<file path="config.mk">
export PLATFORM = sky130hd
export DESIGN_NAME = bitstream_file_header_parser_core
export DESIGN_NICKNAME = d
export VERILOG_FILES = /design/src/rtl/bfhp_pkg.sv /design/src/rtl/bfhp_step.sv /design/src/rtl/bfhp_outq.sv /design/src/rtl/bitstream_file_header_parser_core.sv
export SDC_FILE = /design/constraint.sdc
export NUM_CORES = 1
export LEC_CHECK = 0
export ABC_AREA = 0
export BUFFER_PORTS_ARGS = -buffer_cell sky130_fd_sc_hd__buf_4
export CAP_MARGIN = 40
export CORE_UTILIZATION = 55
export CTS_CLUSTER_DIAMETER = 50
export DETAILED_ROUTE_END_ITERATION = 10
export PLACE_DENSITY = 0.76
export SYNTH_ARGS = -nofsm -noshare
export SYNTH_HDL_FRONTEND = slang
export SYNTH_HIERARCHICAL = 1
export SYNTH_SLANG_ARGS = --single-unit
</file>
<file path="constraint.sdc">
create_clock -name clk -period 18 [get_ports clk]
set_clock_uncertainty 0.1 [all_clocks]
set_input_delay 3.6 -clock clk [delete_from_list [all_inputs] [get_ports clk]]
set_output_delay 3.6 -clock clk [all_outputs]
set_load 0.02 [all_outputs]
</file>
<file path="src/rtl/bfhp_pkg.sv">
`timescale 1ns / 1ps
package bfhp_pkg;

	localparam int unsigned PREAMBLE_LEN = 13;
	localparam int unsigned CFG_IDX_W    = 1;
	localparam int unsigned CFG_DATA_W   = 16;

	localparam logic [7:0] SEC_A = 8'h61;
	localparam logic [7:0] SEC_D = 8'h64;
	localparam logic [7:0] SEC_E = 8'h65;

	localparam logic        REVERSE_BITS_RST   = 1'b1;
	localparam logic [15:0] MAX_STRING_LEN_RST = 16'd500;

	typedef enum logic [CFG_IDX_W-1:0] {
		REG_REVERSE_BITS   = 1'b0,
		REG_MAX_STRING_LEN = 1'b1
	} reg_idx_t;

	typedef enum logic [8:0] {
		PH_PREAMBLE = 9'b000000001,
		PH_SECTION  = 9'b000000010,
		PH_SLEN_HI  = 9'b000000100,
		PH_SLEN_LO  = 9'b000001000,
		PH_SDATA    = 9'b000010000,
		PH_ELEN     = 9'b000100000,
		PH_PAYLOAD  = 9'b001000000,
		PH_DONE     = 9'b010000000,
		PH_ERROR    = 9'b100000000
	} phase_t;

	typedef enum logic [1:0] {
		KIND_PAYLOAD = 2'd0,
		KIND_HEADER  = 2'd1,
		KIND_ERROR   = 2'd2
	} kind_t;

	typedef enum logic [2:0] {
		ERR_NONE         = 3'd0,
		ERR_PREAMBLE     = 3'd1,
		ERR_SECTION      = 3'd2,
		ERR_STRING_LEN   = 3'd3,
		ERR_UNTERMINATED = 3'd4,
		ERR_TOO_LARGE    = 3'd5
	} err_t;

	typedef struct packed {
		phase_t      phase;
		logic [3:0]  preamble_index;
		logic [15:0] string_length;
		logic [15:0] string_count;
		logic [31:0] length_acc;
		logic [1:0]  length_byte_index;
		logic [30:0] bytes_remaining;
	} parse_state_t;

	typedef struct packed {
		logic        reverse_bits;
		logic [15:0] max_string_len;
	} cfg_t;

	typedef struct packed {
		kind_t       kind;
		logic [7:0]  out_byte;
		logic [30:0] payload_length;
		err_t        error_code;
		logic        last_flag;
	} result_t;

	localparam parse_state_t PARSE_STATE_RST = '{
		phase:             PH_PREAMBLE,
		preamble_index:    4'd0,
		string_length:     16'd0,
		string_count:      16'd0,
		length_acc:        32'd0,
		length_byte_index: 2'd0,
		bytes_remaining:   31'd0
	};

	function automatic logic [7:0] preamble_byte(input logic [3:0] idx);
		logic [7:0] v;
		case (idx)
			4'd0:    v = 8'd0;
			4'd1:    v = 8'd9;
			4'd2:    v = 8'd15;
			4'd3:    v = 8'd240;
			4'd4:    v = 8'd15;
			4'd5:    v = 8'd240;
			4'd6:    v = 8'd15;
			4'd7:    v = 8'd240;
			4'd8:    v = 8'd15;
			4'd9:    v = 8'd240;
			4'd10:   v = 8'd0;
			4'd11:   v = 8'd0;
			4'd12:   v = 8'd1;
			default: v = 8'd0;
		endcase
		return v;
	endfunction

	function automatic logic [7:0] flip_byte(input logic [7:0] b);
		logic [7:0] r;
		for (int i = 0; i < 8; i++) begin
			r[i] = b[7-i];
		end
		return r;
	endfunction

endpackage

</file>
<file path="src/rtl/bfhp_step.sv">
`timescale 1ns / 1ps
// Per-byte parser step: next state and optional result from the current state.
module bfhp_step (
	input  bfhp_pkg::parse_state_t state,
	input  bfhp_pkg::cfg_t         cfg,
	input  logic [7:0]             in_byte,
	input  logic                   file_start,
	output bfhp_pkg::parse_state_t next_state,
	output logic                   has_result,
	output bfhp_pkg::result_t      result
);

	bfhp_pkg::parse_state_t cur;
	logic [15:0]            slen;
	logic [15:0]            scount;
	logic [31:0]            acc;
	logic [30:0]            rem_dec;

	always_comb begin
		cur     = file_start ? bfhp_pkg::PARSE_STATE_RST : state;
		slen    = {cur.string_length[15:8], in_byte};
		scount  = cur.string_count + 16'd1;
		acc     = {cur.length_acc[23:0], in_byte};
		rem_dec = cur.bytes_remaining - 31'd1;

		next_state = cur;
		has_result = 1'b0;
		result     = '{kind: bfhp_pkg::KIND_ERROR, out_byte: 8'd0, payload_length: 31'd0,
			error_code: bfhp_pkg::ERR_NONE, last_flag: 1'b0};

		case (cur.phase)
			bfhp_pkg::PH_PREAMBLE: begin
				if (cur.preamble_index >= 4'(bfhp_pkg::PREAMBLE_LEN) ||
					in_byte != bfhp_pkg::preamble_byte(cur.preamble_index)) begin
					next_state.phase  = bfhp_pkg::PH_ERROR;
					has_result        = 1'b1;
					result.error_code = bfhp_pkg::ERR_PREAMBLE;
				end else begin
					next_state.preamble_index = cur.preamble_index + 4'd1;
					if (cur.preamble_index == 4'(bfhp_pkg::PREAMBLE_LEN - 1)) begin
						next_state.phase = bfhp_pkg::PH_SECTION;
					end
				end
			end
			bfhp_pkg::PH_SECTION: begin
				if (in_byte inside {[bfhp_pkg::SEC_A:bfhp_pkg::SEC_D]}) begin
					next_state.phase = bfhp_pkg::PH_SLEN_HI;
				end else if (in_byte == bfhp_pkg::SEC_E) begin
					next_state.length_acc        = 32'd0;
					next_state.length_byte_index = 2'd0;
					next_state.phase             = bfhp_pkg::PH_ELEN;
				end else begin
					next_state.phase  = bfhp_pkg::PH_ERROR;
					has_result        = 1'b1;
					result.error_code = bfhp_pkg::ERR_SECTION;
				end
			end
			bfhp_pkg::PH_SLEN_HI: begin
				next_state.string_length = {in_byte, 8'd0};
				next_state.phase         = bfhp_pkg::PH_SLEN_LO;
			end
			bfhp_pkg::PH_SLEN_LO: begin
				next_state.string_length = slen;
				if (slen == 16'd0 || slen > cfg.max_string_len) begin
					next_state.phase  = bfhp_pkg::PH_ERROR;
					has_result        = 1'b1;
					result.error_code = bfhp_pkg::ERR_STRING_LEN;
				end else begin
					next_state.string_count = 16'd0;
					next_state.phase        = bfhp_pkg::PH_SDATA;
				end
			end
			bfhp_pkg::PH_SDATA: begin
				next_state.string_count = scount;
				if (scount == cur.string_length) begin
					if (in_byte != 8'd0) begin
						next_state.phase  = bfhp_pkg::PH_ERROR;
						has_result        = 1'b1;
						result.error_code = bfhp_pkg::ERR_UNTERMINATED;
					end else begin
						next_state.phase = bfhp_pkg::PH_SECTION;
					end
				end
			end
			bfhp_pkg::PH_ELEN: begin
				next_state.length_acc = acc;
				if (cur.length_byte_index != 2'd3) begin
					next_state.length_byte_index = cur.length_byte_index + 2'd1;
				end else begin
					next_state.length_byte_index = 2'd0;
					has_result                   = 1'b1;
					if (acc[31]) begin
						next_state.phase  = bfhp_pkg::PH_ERROR;
						result.error_code = bfhp_pkg::ERR_TOO_LARGE;
					end else begin
						next_state.bytes_remaining = acc[30:0];
						result.kind                = bfhp_pkg::KIND_HEADER;
						result.payload_length      = acc[30:0];
						result.last_flag           = (acc[30:0] == 31'd0);
						next_state.phase           = (acc[30:0] == 31'd0) ?
							bfhp_pkg::PH_DONE : bfhp_pkg::PH_PAYLOAD;
					end
				end
			end
			bfhp_pkg::PH_PAYLOAD: begin
				if (cur.bytes_remaining == 31'd0) begin
					next_state.phase = bfhp_pkg::PH_DONE;
				end else begin
					next_state.bytes_remaining = rem_dec;
					has_result                 = 1'b1;
					result.kind                = bfhp_pkg::KIND_PAYLOAD;
					result.out_byte            = cfg.reverse_bits ?
						bfhp_pkg::flip_byte(in_byte) : in_byte;
					result.last_flag           = (rem_dec == 31'd0);
					if (rem_dec == 31'd0) begin
						next_state.phase = bfhp_pkg::PH_DONE;
					end
				end
			end
			default: begin
				// done or error: drop bytes until a new file starts
			end
		endcase
	end

endmodule

</file>
<file path="src/rtl/bfhp_outq.sv">
`timescale 1ns / 1ps
// Two-entry result queue; full throughput without a ready path to the input.
module bfhp_outq (
	input  logic              clk,
	input  logic              arst_n,
	input  logic              push,
	input  bfhp_pkg::result_t push_data,
	output logic              full,
	output logic              out_valid,
	input  logic              out_ready,
	output bfhp_pkg::result_t out_data
);

	bfhp_pkg::result_t mem_q [2];
	logic              wr_ptr_q;
	logic              rd_ptr_q;
	logic [1:0]        count_q;
	logic              pop;

	assign full      = (count_q == 2'd2);
	assign out_valid = (count_q != 2'd0);
	assign pop       = out_valid && out_ready;
	assign out_data  = mem_q[rd_ptr_q];

	always_ff @(posedge clk) begin
		if (push) begin
			mem_q[wr_ptr_q] <= push_data;
		end
	end

	always_ff @(posedge clk or negedge arst_n) begin
		if (!arst_n) begin
			wr_ptr_q <= 1'b0;
			rd_ptr_q <= 1'b0;
			count_q  <= 2'd0;
		end else begin
			if (push) begin
				wr_ptr_q <= ~wr_ptr_q;
			end
			if (pop) begin
				rd_ptr_q <= ~rd_ptr_q;
			end
			case ({push, pop})
				2'b10:   count_q <= count_q + 2'd1;
				2'b01:   count_q <= count_q - 2'd1;
				default: count_q <= count_q;
			endcase
		end
	end

endmodule

</file>
<file path="src/rtl/bitstream_file_header_parser_core.sv">
`timescale 1ns / 1ps
// Configuration file header parser with payload pass-through.
// Input channel (in_valid/in_ready): one file byte per beat, file_start set on
//   the first byte of a file restarts the parser before that byte is handled.
// Output channel (out_valid/out_ready): zero or one result per input byte:
//   kind payload (out_byte, last_flag), header complete (payload_length,
//   last_flag when the length is zero) or error (error_code). After an error
//   or after the last payload byte, bytes are dropped until file_start.
// Config channel (cfg_valid/cfg_ready, always ready): cfg_index 0 writes
//   reverse_bits, 1 writes max_string_len (low 16 bits of cfg_data). Write
//   only while no bytes are in flight.
// Path: an input beat is taken into the input register, then its parse step
//   result is written into the result queue, which drives out_valid.
// Throughput: one byte per cycle, set by the combinational parse step; the
//   two-entry result queue keeps in_ready free of any out_ready path.
// Stall: while the queue is full, a byte that would produce a result waits in
//   the input register and in_ready drops; bytes with no result still drain.
// Reset: arst_n clears the parser to the preamble phase, empties the queue
//   and loads reverse_bits=1, max_string_len=500.
module bitstream_file_header_parser_core (
	input  logic                               clk,
	input  logic                               arst_n,
	// byte input
	input  logic                               in_valid,
	output logic                               in_ready,
	input  logic [7:0]                         in_byte,
	input  logic                               file_start,
	// results
	output logic                               out_valid,
	input  logic                               out_ready,
	output logic [1:0]                         kind,
	output logic [7:0]                         out_byte,
	output logic [30:0]                        payload_length,
	output logic [2:0]                         error_code,
	output logic                               last_flag,
	// register writes
	input  logic                               cfg_valid,
	output logic                               cfg_ready,
	input  logic [bfhp_pkg::CFG_IDX_W-1:0]     cfg_index,
	input  logic [bfhp_pkg::CFG_DATA_W-1:0]    cfg_data
);

	// input register
	logic                   valid_s1;
	logic [7:0]             byte_s1;
	logic                   start_s1;

	// parser state and registers
	bfhp_pkg::parse_state_t state_q;
	bfhp_pkg::parse_state_t next_state;
	bfhp_pkg::cfg_t         cfg_q;

	logic                   has_result;
	bfhp_pkg::result_t      step_result;
	bfhp_pkg::result_t      q_result;
	logic                   q_full;
	logic                   advance;
	logic                   fire_s1;

	assign cfg_ready = 1'b1;

	// A byte leaves the input register when it makes no result or the queue has room.
	assign advance  = !has_result || !q_full;
	assign fire_s1  = valid_s1 && advance;
	assign in_ready = !valid_s1 || advance;

	always_ff @(posedge clk) begin
		if (in_valid && in_ready) begin
			byte_s1  <= in_byte;
			start_s1 <= file_start;
		end
	end

	always_ff @(posedge clk or negedge arst_n) begin
		if (!arst_n) begin
			valid_s1 <= 1'b0;
		end else if (in_ready) begin
			valid_s1 <= in_valid;
		end
	end

	always_ff @(posedge clk or negedge arst_n) begin
		if (!arst_n) begin
			state_q <= bfhp_pkg::PARSE_STATE_RST;
		end else if (fire_s1) begin
			state_q <= next_state;
		end
	end

	always_ff @(posedge clk or negedge arst_n) begin
		if (!arst_n) begin
			cfg_q.reverse_bits   <= bfhp_pkg::REVERSE_BITS_RST;
			cfg_q.max_string_len <= bfhp_pkg::MAX_STRING_LEN_RST;
		end else if (cfg_valid && cfg_ready) begin
			case (cfg_index)
				bfhp_pkg::REG_REVERSE_BITS:   cfg_q.reverse_bits   <= cfg_data[0];
				bfhp_pkg::REG_MAX_STRING_LEN: cfg_q.max_string_len <= cfg_data[15:0];
				default: begin
				end
			endcase
		end
	end

	bfhp_step u_step (
		.state      (state_q),
		.cfg        (cfg_q),
		.in_byte    (byte_s1),
		.file_start (start_s1),
		.next_state (next_state),
		.has_result (has_result),
		.result     (step_result)
	);

	bfhp_outq u_outq (
		.clk       (clk),
		.arst_n    (arst_n),
		.push      (fire_s1 && has_result),
		.push_data (step_result),
		.full      (q_full),
		.out_valid (out_valid),
		.out_ready (out_ready),
		.out_data  (q_result)
	);

	assign kind           = q_result.kind;
	assign out_byte       = q_result.out_byte;
	assign payload_length = q_result.payload_length;
	assign error_code     = q_result.error_code;
	assign last_flag      = q_result.last_flag;

endmodule
</file>
=== Word-level counts from Yosys, hierarchy flattened ===
Memory sizes are Yosys's and may differ from the RTL's.
Index checks and enable logic that the tools add are counted.

* Order comparisons: 4
* Equal/unequal tests: 15
* Add/subtract/negate cells: 6
* Multiplexer cells: 60
* Reductions and logical operators: 21
* Bitwise logic cells: 3

{| class="wikitable"
|+ Operators by type and width
! kind !! number
|-
| $mux 31 || 5
|-
| $mux 110 || 1
|-
| $mux 9 || 11
|-
| $logic_not 31->1 || 3
|-
| $mux 34 || 2
|-
| $pmux 34 s2 || 1
|-
| $pmux 16 s2 || 2
|-
| $pmux 9 s7 || 1
|-
| $pmux 31 s2 || 1
|-
| $mux 35 || 1
|-
| $mux 8 || 4
|-
| $sub 31x1->31 const B || 1
|-
| $add 16x1->16 const B || 1
|-
| $eq 16x16->1 || 1
|-
| $gt 16x16->1 || 1
|-
| $logic_not 16->1 || 1
|-
| $mux 16 || 1
|-
| $pmux 3 s5 || 1
|-
| $mux 1 || 13
|-
| $mux 3 || 4
|-
| $mux 10 || 1
|-
| $mux 2 || 5
|-
| $eq 9x1->1 const B || 1
|-
| $eq 9x2->1 const B || 1
|-
| other kinds (28) || 45
|}

* Memories: 2
* RAM bits: 90
* Output and inout port bits: 48
* Memory bits (read-only): 128
* Input port bits: 31
* Flip-flop bits (word level): 141

{| class="wikitable"
|+ Memory list
! memory !! depth !! width !! read ports !! clocked after memory_dff !! wr ports !! line !! RTL
|-
| (name not given) || 16 || 8 || 1 || 0 || 0 || bfhp_pkg.sv:82 || <nowiki>case (idx)</nowiki>
|-
| u_outq.mem_q || 2 || 45 || 1 || 0 || 1 || bfhp_outq.sv:14 || <nowiki>bfhp_pkg::result_t mem_q [2];</nowiki>
|}

=== Depth between registers and ports, before layout ===
Gate-level depths: netlist of run 1.

* Word-level depth: 13
* Gate-level depth with buffers: 25
* Mapped depth without buffers: 18

=== Hierarchy ===
The synthesis of run 1 kept the hierarchy.

{| class="wikitable"
|+ Modules (own cells, without submodules)
! module !! seq. area each (µm²) !! cells each !! area each (µm²) !! times used
|-
| bitstream_file_header_parser_core || 3483.3 || 287 || 5586.6 || 1
|-
| bfhp_step || 0.0 || 849 || 5139.9 || 1
|-
| bfhp_outq || 2802.7 || 157 || 3646.0 || 1
|}

=== Worst setup path before layout of run 1 ===
No wires, ideal clock.

* Path kind: reg-to-output
* From: register start_s1
* To: output port in_ready
* Path slack: 9.769 ns
* Arrival time: 4.531 ns
* Buffers on the path: 8
* Stages on the path, launching flop included: 20
* Path through: edfxtp_1 clkbuf_1 buf_2 buf_1 buf_1 clkbuf_1 clkbuf_1 buf_1 nor2_1 ha_1 clkbuf_1 nand4_1 nor3_1 a311oi_1 o21a_1 o211a_1 o2111ai_1 or3b_2 nand4_1 nand3_1

* Longest elaborated chain between the ends: 10
* Elaborated cells on any way between the ends: 28

{| class="wikitable"
|+ Ends and longest elaborated chain
! element !! line !! RTL
|-
| start: declaration || bitstream_file_header_parser_core.sv:46 || <nowiki>logic start_s1;</nowiki>
|-
| start signal: assignment || bitstream_file_header_parser_core.sv:70 || <nowiki>start_s1 <= file_start;</nowiki>
|-
| $mux 110 (*) || bfhp_step.sv:20 || <nowiki>cur = file_start ? bfhp_pkg::PARSE_STATE_RST : state;</nowiki>
|-
| branches (longest 5 deep; another with $add 16x1->16) || -- ||
|-
| $pmux 1 s6 (*) || bfhp_step.sv:31 || <nowiki>case (cur.phase)</nowiki>
|-
| named net has_result || bitstream_file_header_parser_core.sv:53 || <nowiki>logic has_result;</nowiki>
|-
| $logic_not 1->1 (*) || bitstream_file_header_parser_core.sv:63 || <nowiki>assign advance = !has_result || !q_full;</nowiki>
|-
| $logic_or 1x1->1 (*) || bitstream_file_header_parser_core.sv:63 ||
|-
| $logic_or 1x1->1 (*) || bitstream_file_header_parser_core.sv:65 || <nowiki>assign in_ready = !valid_s1 || advance;</nowiki>
|-
| end: declaration || bitstream_file_header_parser_core.sv:25 || <nowiki>output logic in_ready,</nowiki>
|}

Mark *: on every way through the listed nets, which the timed path passes. The select of a mux whose other input is x is not followed.

=== Final worst setup path of run 1 ===
Ends and elaborated chain as after synthesis.

==> reports/metrics.cfg, run 1 <==
[drt]
vias_per_cell = 6.12
wirelength_um = 33200
drc = 0
num_vias = 10100
ant_nets = 0
drt_pass1_iterations = 5
wl_per_cell_um = 20.2
first_iter_violations = 661

[worst_setup_path]
end_kind = output pin
path_max_fanout = 47
slowest_delay_ns = 0.59
cp-start-kind = register
cp_data_arrival_time_ns = 4.81
required_ns = 14.30
crit_family = simple AND/OR/NAND/NOR gates
crit_slowest_cell = nor4_1
crit_chain = buf_4, nor2b_1, ha_1, nand4_1, nor4_1, xnor2_1, o211a_1, o211a_1, o2111ai_1, or3b_2, nand4_1, nand3_1, buf_4
critPathBufInv = 2
path_class = register to output pin

[power_and_ir_drop]
p_sw_share_pct = 29.9
ir_worst_vdd_mv = 0.0928
p_per_area_nw_per_um2 = 103
seqPwrFrac_pct = 38.7
p_int_mw = 1.12
p_leak_nw = 6.77
switching_power_mw = 0.477
comb_power_share_pct = 25.6
p_clk_share_pct = 35.6

[yosys]
syn_nets = 1310
synth_area_um2 = 13900
synth.avg_cell_area_um2 = 11.1
syn_inst = 1253
synth_warnings = 6

[layout]
final_util_pct = 63.2
num-nets-final = 1355
num_antenna_cells = 0
seqCellArea_um2 = 6090
areaGrowthSynthToFinish_pct = 11.5
multi_input_area_um2 = 7110
drive_above_1_share_pct = 27.3
fillCellCount = 1976

[global_routing]
grt_overflow = 0
grt_pass1_wl_um = 53600
grt_max_degree = 63
grt_pass1_vias = 9968
antenna_found_initial = 0
grt_use_total_pct = 25.7

[sta]
setup_slack_ns = 9.49
setup_violations = 0
worst_pin_slew_ns = 0.837
fmax_mhz = 118
fin_crit_ns = 8.51
rsz0062_at_grt = no
tns_ns = 0
drv_slew = 0
finalCritPeriodShare_pct = 47.3
hold_viol_final = 0
max_slew_margin_pct = 44.2

[clock_network]
clock-sinks = 223
max-clock-path-buffers = 3
ctsHoldBuffers = 0
clkTransAtPathRegs_ns = 0.06
clk_latency_ns = 0.54
cts_tree = yes
post_cts_buffers = 0
cts_root_buf = clkbuf_16
h-tree-depth = 1
numCtsBuffers = 29
ctsResizeCount = 0

[min_path]
hp-class = register to register

[place]
dp_hpwl_um = 22200
pre_cts_slack_ns = 10.14
globalplace.congestion = 0.922
portBuffers = 77

[floorplan]
start_util_pct = 56.7
io_pins = 79
rows = 57
die_height_um = 161
fp.dieArea_um2 = 26000
die_w_um = 161
core_um2 = 24600

[run]
drv_cap = 0

[outcome]
status = completed

## layout by cell type (no fill, tap or decap), types with 10 or more instances in the layout
| master | n |
|---|---|
| o211ai_1 | 10 |
| a211o_1 | 13 |
| nor4_1 | 22 |
| clkbuf_16 | 29 |
| mux2_2 | 43 |
| o21ai_0 | 59 |
| dfrtp_1 | 115 |
| edfxtp_1 | 99 |
| buf_4 | 94 |
| xor2_1 | 12 |
| mux2_4 | 132 |
| or3_1 | 13 |
| a21oi_1 | 62 |
| a21o_1 | 12 |
| nor3_1 | 35 |
| nand2_1 | 74 |
| ha_1 | 26 |
| nor2b_1 | 24 |
| nand4_1 | 19 |
| xnor2_1 | 30 |
| and2_1 | 31 |
| nand3_1 | 40 |
| a22o_1 | 15 |
| nand3b_1 | 13 |
| nor2_1 | 78 |
| mux2i_1 | 11 |
| inv_1 | 42 |
## sequential cells by signal (all words and copies together), names as in the netlist
| signal | count |
|---|---|
| state_q | 102 |
| u_outq/mem_q | 90 |
| cfg_q | 17 |
| byte_s1 | 8 |
| u_outq/count_q | 2 |
| start_s1 | 1 |
| u_outq/rd_ptr_q | 1 |
| u_outq/wr_ptr_q | 1 |
| valid_s1 | 1 |
## layer usage
layer | global-route usage [%] | part of all wire [%] | vias up
met5 | 0 | 0 | -
met4 | 9.61 | 2.9 | 0
met3 | 3.52 | 5.0 | 68
met2 | 43.5 | 49 | 293
met1 | 33.6 | 43 | 4985
li1 | - | - | 4718
## metrics by stage
| step | instances | power (mW) | hold slack (ns) | area (um2) |
|---|---|---|---|---|
| after global placement | 1583 | 1.03 | 0.376 | 14400 |
| final | 1644 | 1.60 | 0.399 | 15500 |
| after detailed placement | 1591 | 1.04 | 0.388 | 14600 |
| after CTS | 1644 | 1.61 | 0.402 | 15500 |
| after global routing | 1644 | 1.66 | 0.430 | 15500 |
| after floorplan | 1253 | 0.958 | 0.356 | 13900 |
## power by group through the flow
stage / clock, mW / combinational [mW] / sequential [mW]
2_1_floorplan: 0 / 0.344 / 0.614
3_3_place_gp: 0 / 0.402 / 0.625
3_5_place_dp: 0 / 0.413 / 0.628
4_1_cts: 0.579 / 0.414 / 0.618
5_1_grt: 0.603 / 0.435 / 0.622
6_report: 0.568 / 0.409 / 0.618
## final timing paths
| check | startpoint | endpoint | slack [ns] | cells past startpoint |
|---|---|---|---|---|
| worst max-delay path | start_s1 | in_ready | 9.49 | 13 |
| worst min-delay path | u_outq/count_q[1] | u_outq/count_q[1] | 0.40 | 1 |
| worst max register to register | start_s1 | state_q[32] | 11.99 | 16 |
| worst min register to register | u_outq/count_q[1] | u_outq/count_q[1] | 0.40 | 1 |
| max in group asynchronous | arst_n | state_q[5] | 14.05 | 2 |
| min in group asynchronous | arst_n | state_q[74] | 2.97 | 2 |
## layout make-up
type                       instances  area share [%]
clock inverter                    20            1.30
sequential                       223            39.2
timing repair buffer             100            5.30
multi-input combinational        902            45.7
inverter                          42            1.01
tap                              324            2.61
clock buffer                      33            4.89
Note: power is estimated with default switching activity, not from simulation.
==> run 2, diff against run 1 <==
==> constraint.sdc (replaced) <==
create_clock -name clk -period 8.8 [get_ports clk]
set_clock_uncertainty 0.1 [all_clocks]
set_input_delay 1.76 -clock clk [delete_from_list [all_inputs] [get_ports clk]]
set_output_delay 1.76 -clock clk [all_outputs]
set_load 0.02 [all_outputs]
==> run 2 against run 1 <==
Cell area is 0.21% lower. Count of clock-buffer cells in the layout stayed put. Critical endpoint unchanged. Sequential cell count stayed put. Die area stayed put. Clock power is 100% higher. Via count is 0.75% higher. Register-to-register slack worse by 8.9 ns. Non-clock buffer count is 2 lower. Highest routed layer unchanged. First-iteration DRC count is 30% higher. Utilization is 0.13 points lower. Setup slack worse by 7.1 ns. Worst hold slack worse by 0.0056 ns.
==> reports/metrics.cfg, run 2 (same netlist as run 1, synthesis figures left out) <==
[outcome]
status = completed

[place]
portBuffers = 77  ; unchanged
placed_cells = 1589  ; -0.13%
globalplace.congestion = 0.908  ; -1.6%
dp_hpwl_um = 22500  ; +1.3%
pre_cts_slack_ns = 2.95  ; -7.19 ns

[clock_network]
h-tree-depth = 1  ; unchanged
cts_tree = yes
numCtsBuffers = 29  ; unchanged
max-clock-path-buffers = 3  ; unchanged
post_cts_buffers = 0  ; unchanged
clock-sinks = 223  ; unchanged
clk_latency_ns = 0.54  ; about the same
ctsResizeCount = 0  ; unchanged
cts_root_buf = clkbuf_16
ctsHoldBuffers = 0  ; unchanged
clkTransAtPathRegs_ns = 0.06  ; about the same

[layout]
largest-register = state_q
num_antenna_cells = 0  ; unchanged
largest_register_ffs = 102  ; unchanged
stdcell_count = 1642  ; -0.12%
multi_input_area_um2 = 7110  ; unchanged
reg.largest.list = state_q x102, u_outq/mem_q x90, cfg_q x17
drive_above_1_share_pct = 27.2  ; -0.11 points
final_util_pct = 63.0  ; -0.13 points
final_common_cell = mux2_4
num-nets-final = 1353  ; -0.15%
layout_common_cells = 132 x mux2_4, 115 x dfrtp_1, 99 x edfxtp_1
seqCellArea_um2 = 6090  ; unchanged
areaGrowthSynthToFinish_pct = 11.2
fillCellCount = 1946  ; -1.5%

[floorplan]
fp.dieArea_um2 = 26000  ; unchanged
io_pins = 79  ; unchanged
core_um2 = 24600  ; unchanged
die_w_um = 161  ; unchanged
rows = 57  ; unchanged
die_height_um = 161  ; unchanged
start_util_pct = 56.7  ; unchanged

[drt]
drc = 0  ; unchanged
ant_nets = 0  ; unchanged
vias_per_cell = 6.17  ; +0.87%
wl_per_cell_um = 20.2  ; about the same
drt_pass1_iterations = 5  ; unchanged
wirelength_um = 33100  ; -0.19%
num_vias = 10100  ; +0.75%
first_iter_violations = 860  ; +30%

[worst_setup_path]
cp_data_arrival_time_ns = 4.59  ; -0.22 ns
r2r_end = state_q[15]
path_class = register to output pin
path_max_fanout = 60  ; +28%
rr_startpoint = start_s1
end_kind = output pin
crit_slowest_cell = o31ai_4
crit_chain = buf_4, nor2b_1, inv_1, ha_1, o21ai_2, or2_2, o31ai_4, nand4_1, nand3_1, buf_4
crit_family = simple AND/OR/NAND/NOR gates
rrSetupSlack_ns = 3.10  ; -8.89 ns
startpoint = start_s1
reg2reg_depth = 14  ; -2
critPathBufInv = 3  ; +1
crit_top_cell = buf_4
required_ns = 6.94  ; -7.36 ns
slowest_delay_ns = 0.82  ; +0.23 ns
cp-start-kind = register

[power_and_ir_drop]
p_leak_nw = 6.75  ; -0.38%
power.total_mw = 3.25  ; +100%
p_per_area_nw_per_um2 = 210  ; +100%
ir_worst_vdd_mv = 0.175  ; +89%

[min_path]
hold_end = u_outq/count_q[1]
hold_depth = 1  ; unchanged
hp-class = register to register
worstHoldStart = u_outq/count_q[1]

[sta]
setup_violations = 0  ; unchanged
tns_ns = 0  ; unchanged
rsz0062_at_grt = no
fin_crit_ns = 6.45
max_slew_margin_pct = 37.5  ; -6.7 points
hold_viol_final = 0  ; unchanged
drv_slew = 0  ; unchanged
finalCritPeriodShare_pct = 73.3
setup_slack_ns = 2.35  ; -7.14 ns
fmax_mhz = 155
worst_pin_slew_ns = 0.934  ; +0.0975 ns

[global_routing]
grt_pass1_wl_um = 53700  ; +0.19%
antenna_found_initial = 0  ; unchanged
grt_overflow = 0  ; unchanged
grt_use_total_pct = 25.8  ; +0.13 points
grt_max_degree = 80  ; +27%
grt_pass1_vias = 10100  ; +1.1%

[run]
drv_cap = 0  ; unchanged

run 2: cell types whose count changed in the layout (fill, tap and decap cells not counted), sizes merged:
cell	before	now
buf	100	98
clkinv	13	12
inv	47	46
clkinvlp	0	2
run 2: power by group:
group	total, mW	switching [mW]	internal, mW
logic	0.825	0.440	0.385
clock network	1.15	0.471	0.684
registers	1.27	0.0639	1.21
total	3.25	0.975	2.28
run 2: how the worst max path moves through the flow:
stage	endpoint	slack, ns	cells past startpoint
global placement	in_ready	3.05	10
detailed placement	in_ready	2.95	10
floorplan	u_outq/mem_q[0][0]	1.80	22
CTS	in_ready	2.39	10
global route	in_ready	2.09	10
finish	in_ready	2.35	10
run 2: worst register-to-register path, stage by stage, from the launching register on:
cell	delay, ns
edfxtp_1	0.51
buf_4	0.57
nor2b_1	0.26
inv_1	0.11
ha_1	0.38
o21ai_2	0.21
or2_2	0.40
o31ai_4	0.82
buf_4	0.44
nand2_1	0.28
nor2_1	0.78
buf_4	0.36
a21oi_1	0.06
o211ai_1	0.19
mux2_4	0.18
run 2: metal layers:
| metal | part of all wire [%] | up-vias | track usage, % |
|---|---|---|---|
| met5 | 0 | - | 0 |
| met4 | 2.8 | 0 | 8.53 |
| met3 | 5.1 | 66 | 3.18 |
| met2 | 48 | 333 | 43.1 |
| met1 | 44 | 5024 | 35.0 |
| li1 | - | 4716 | - |
run 2: layout make-up:
type,count,area share (%)
multi-input combinational,902,45.8
clock inverter,20,1.34
sequential,223,39.2
inverter,42,1.02
tap,324,2.61
timing repair buffer,98,5.14
clock buffer,33,4.84
run 2: per-stage QoR:
stage / hold slack (ns) / area [um2]
finish: 0.394 / 15500
floorplan: 0.356 / 13900
global placement: 0.376 / 14400
global route: 0.412 / 15500
detailed placement: 0.383 / 14600
CTS: 0.396 / 15500
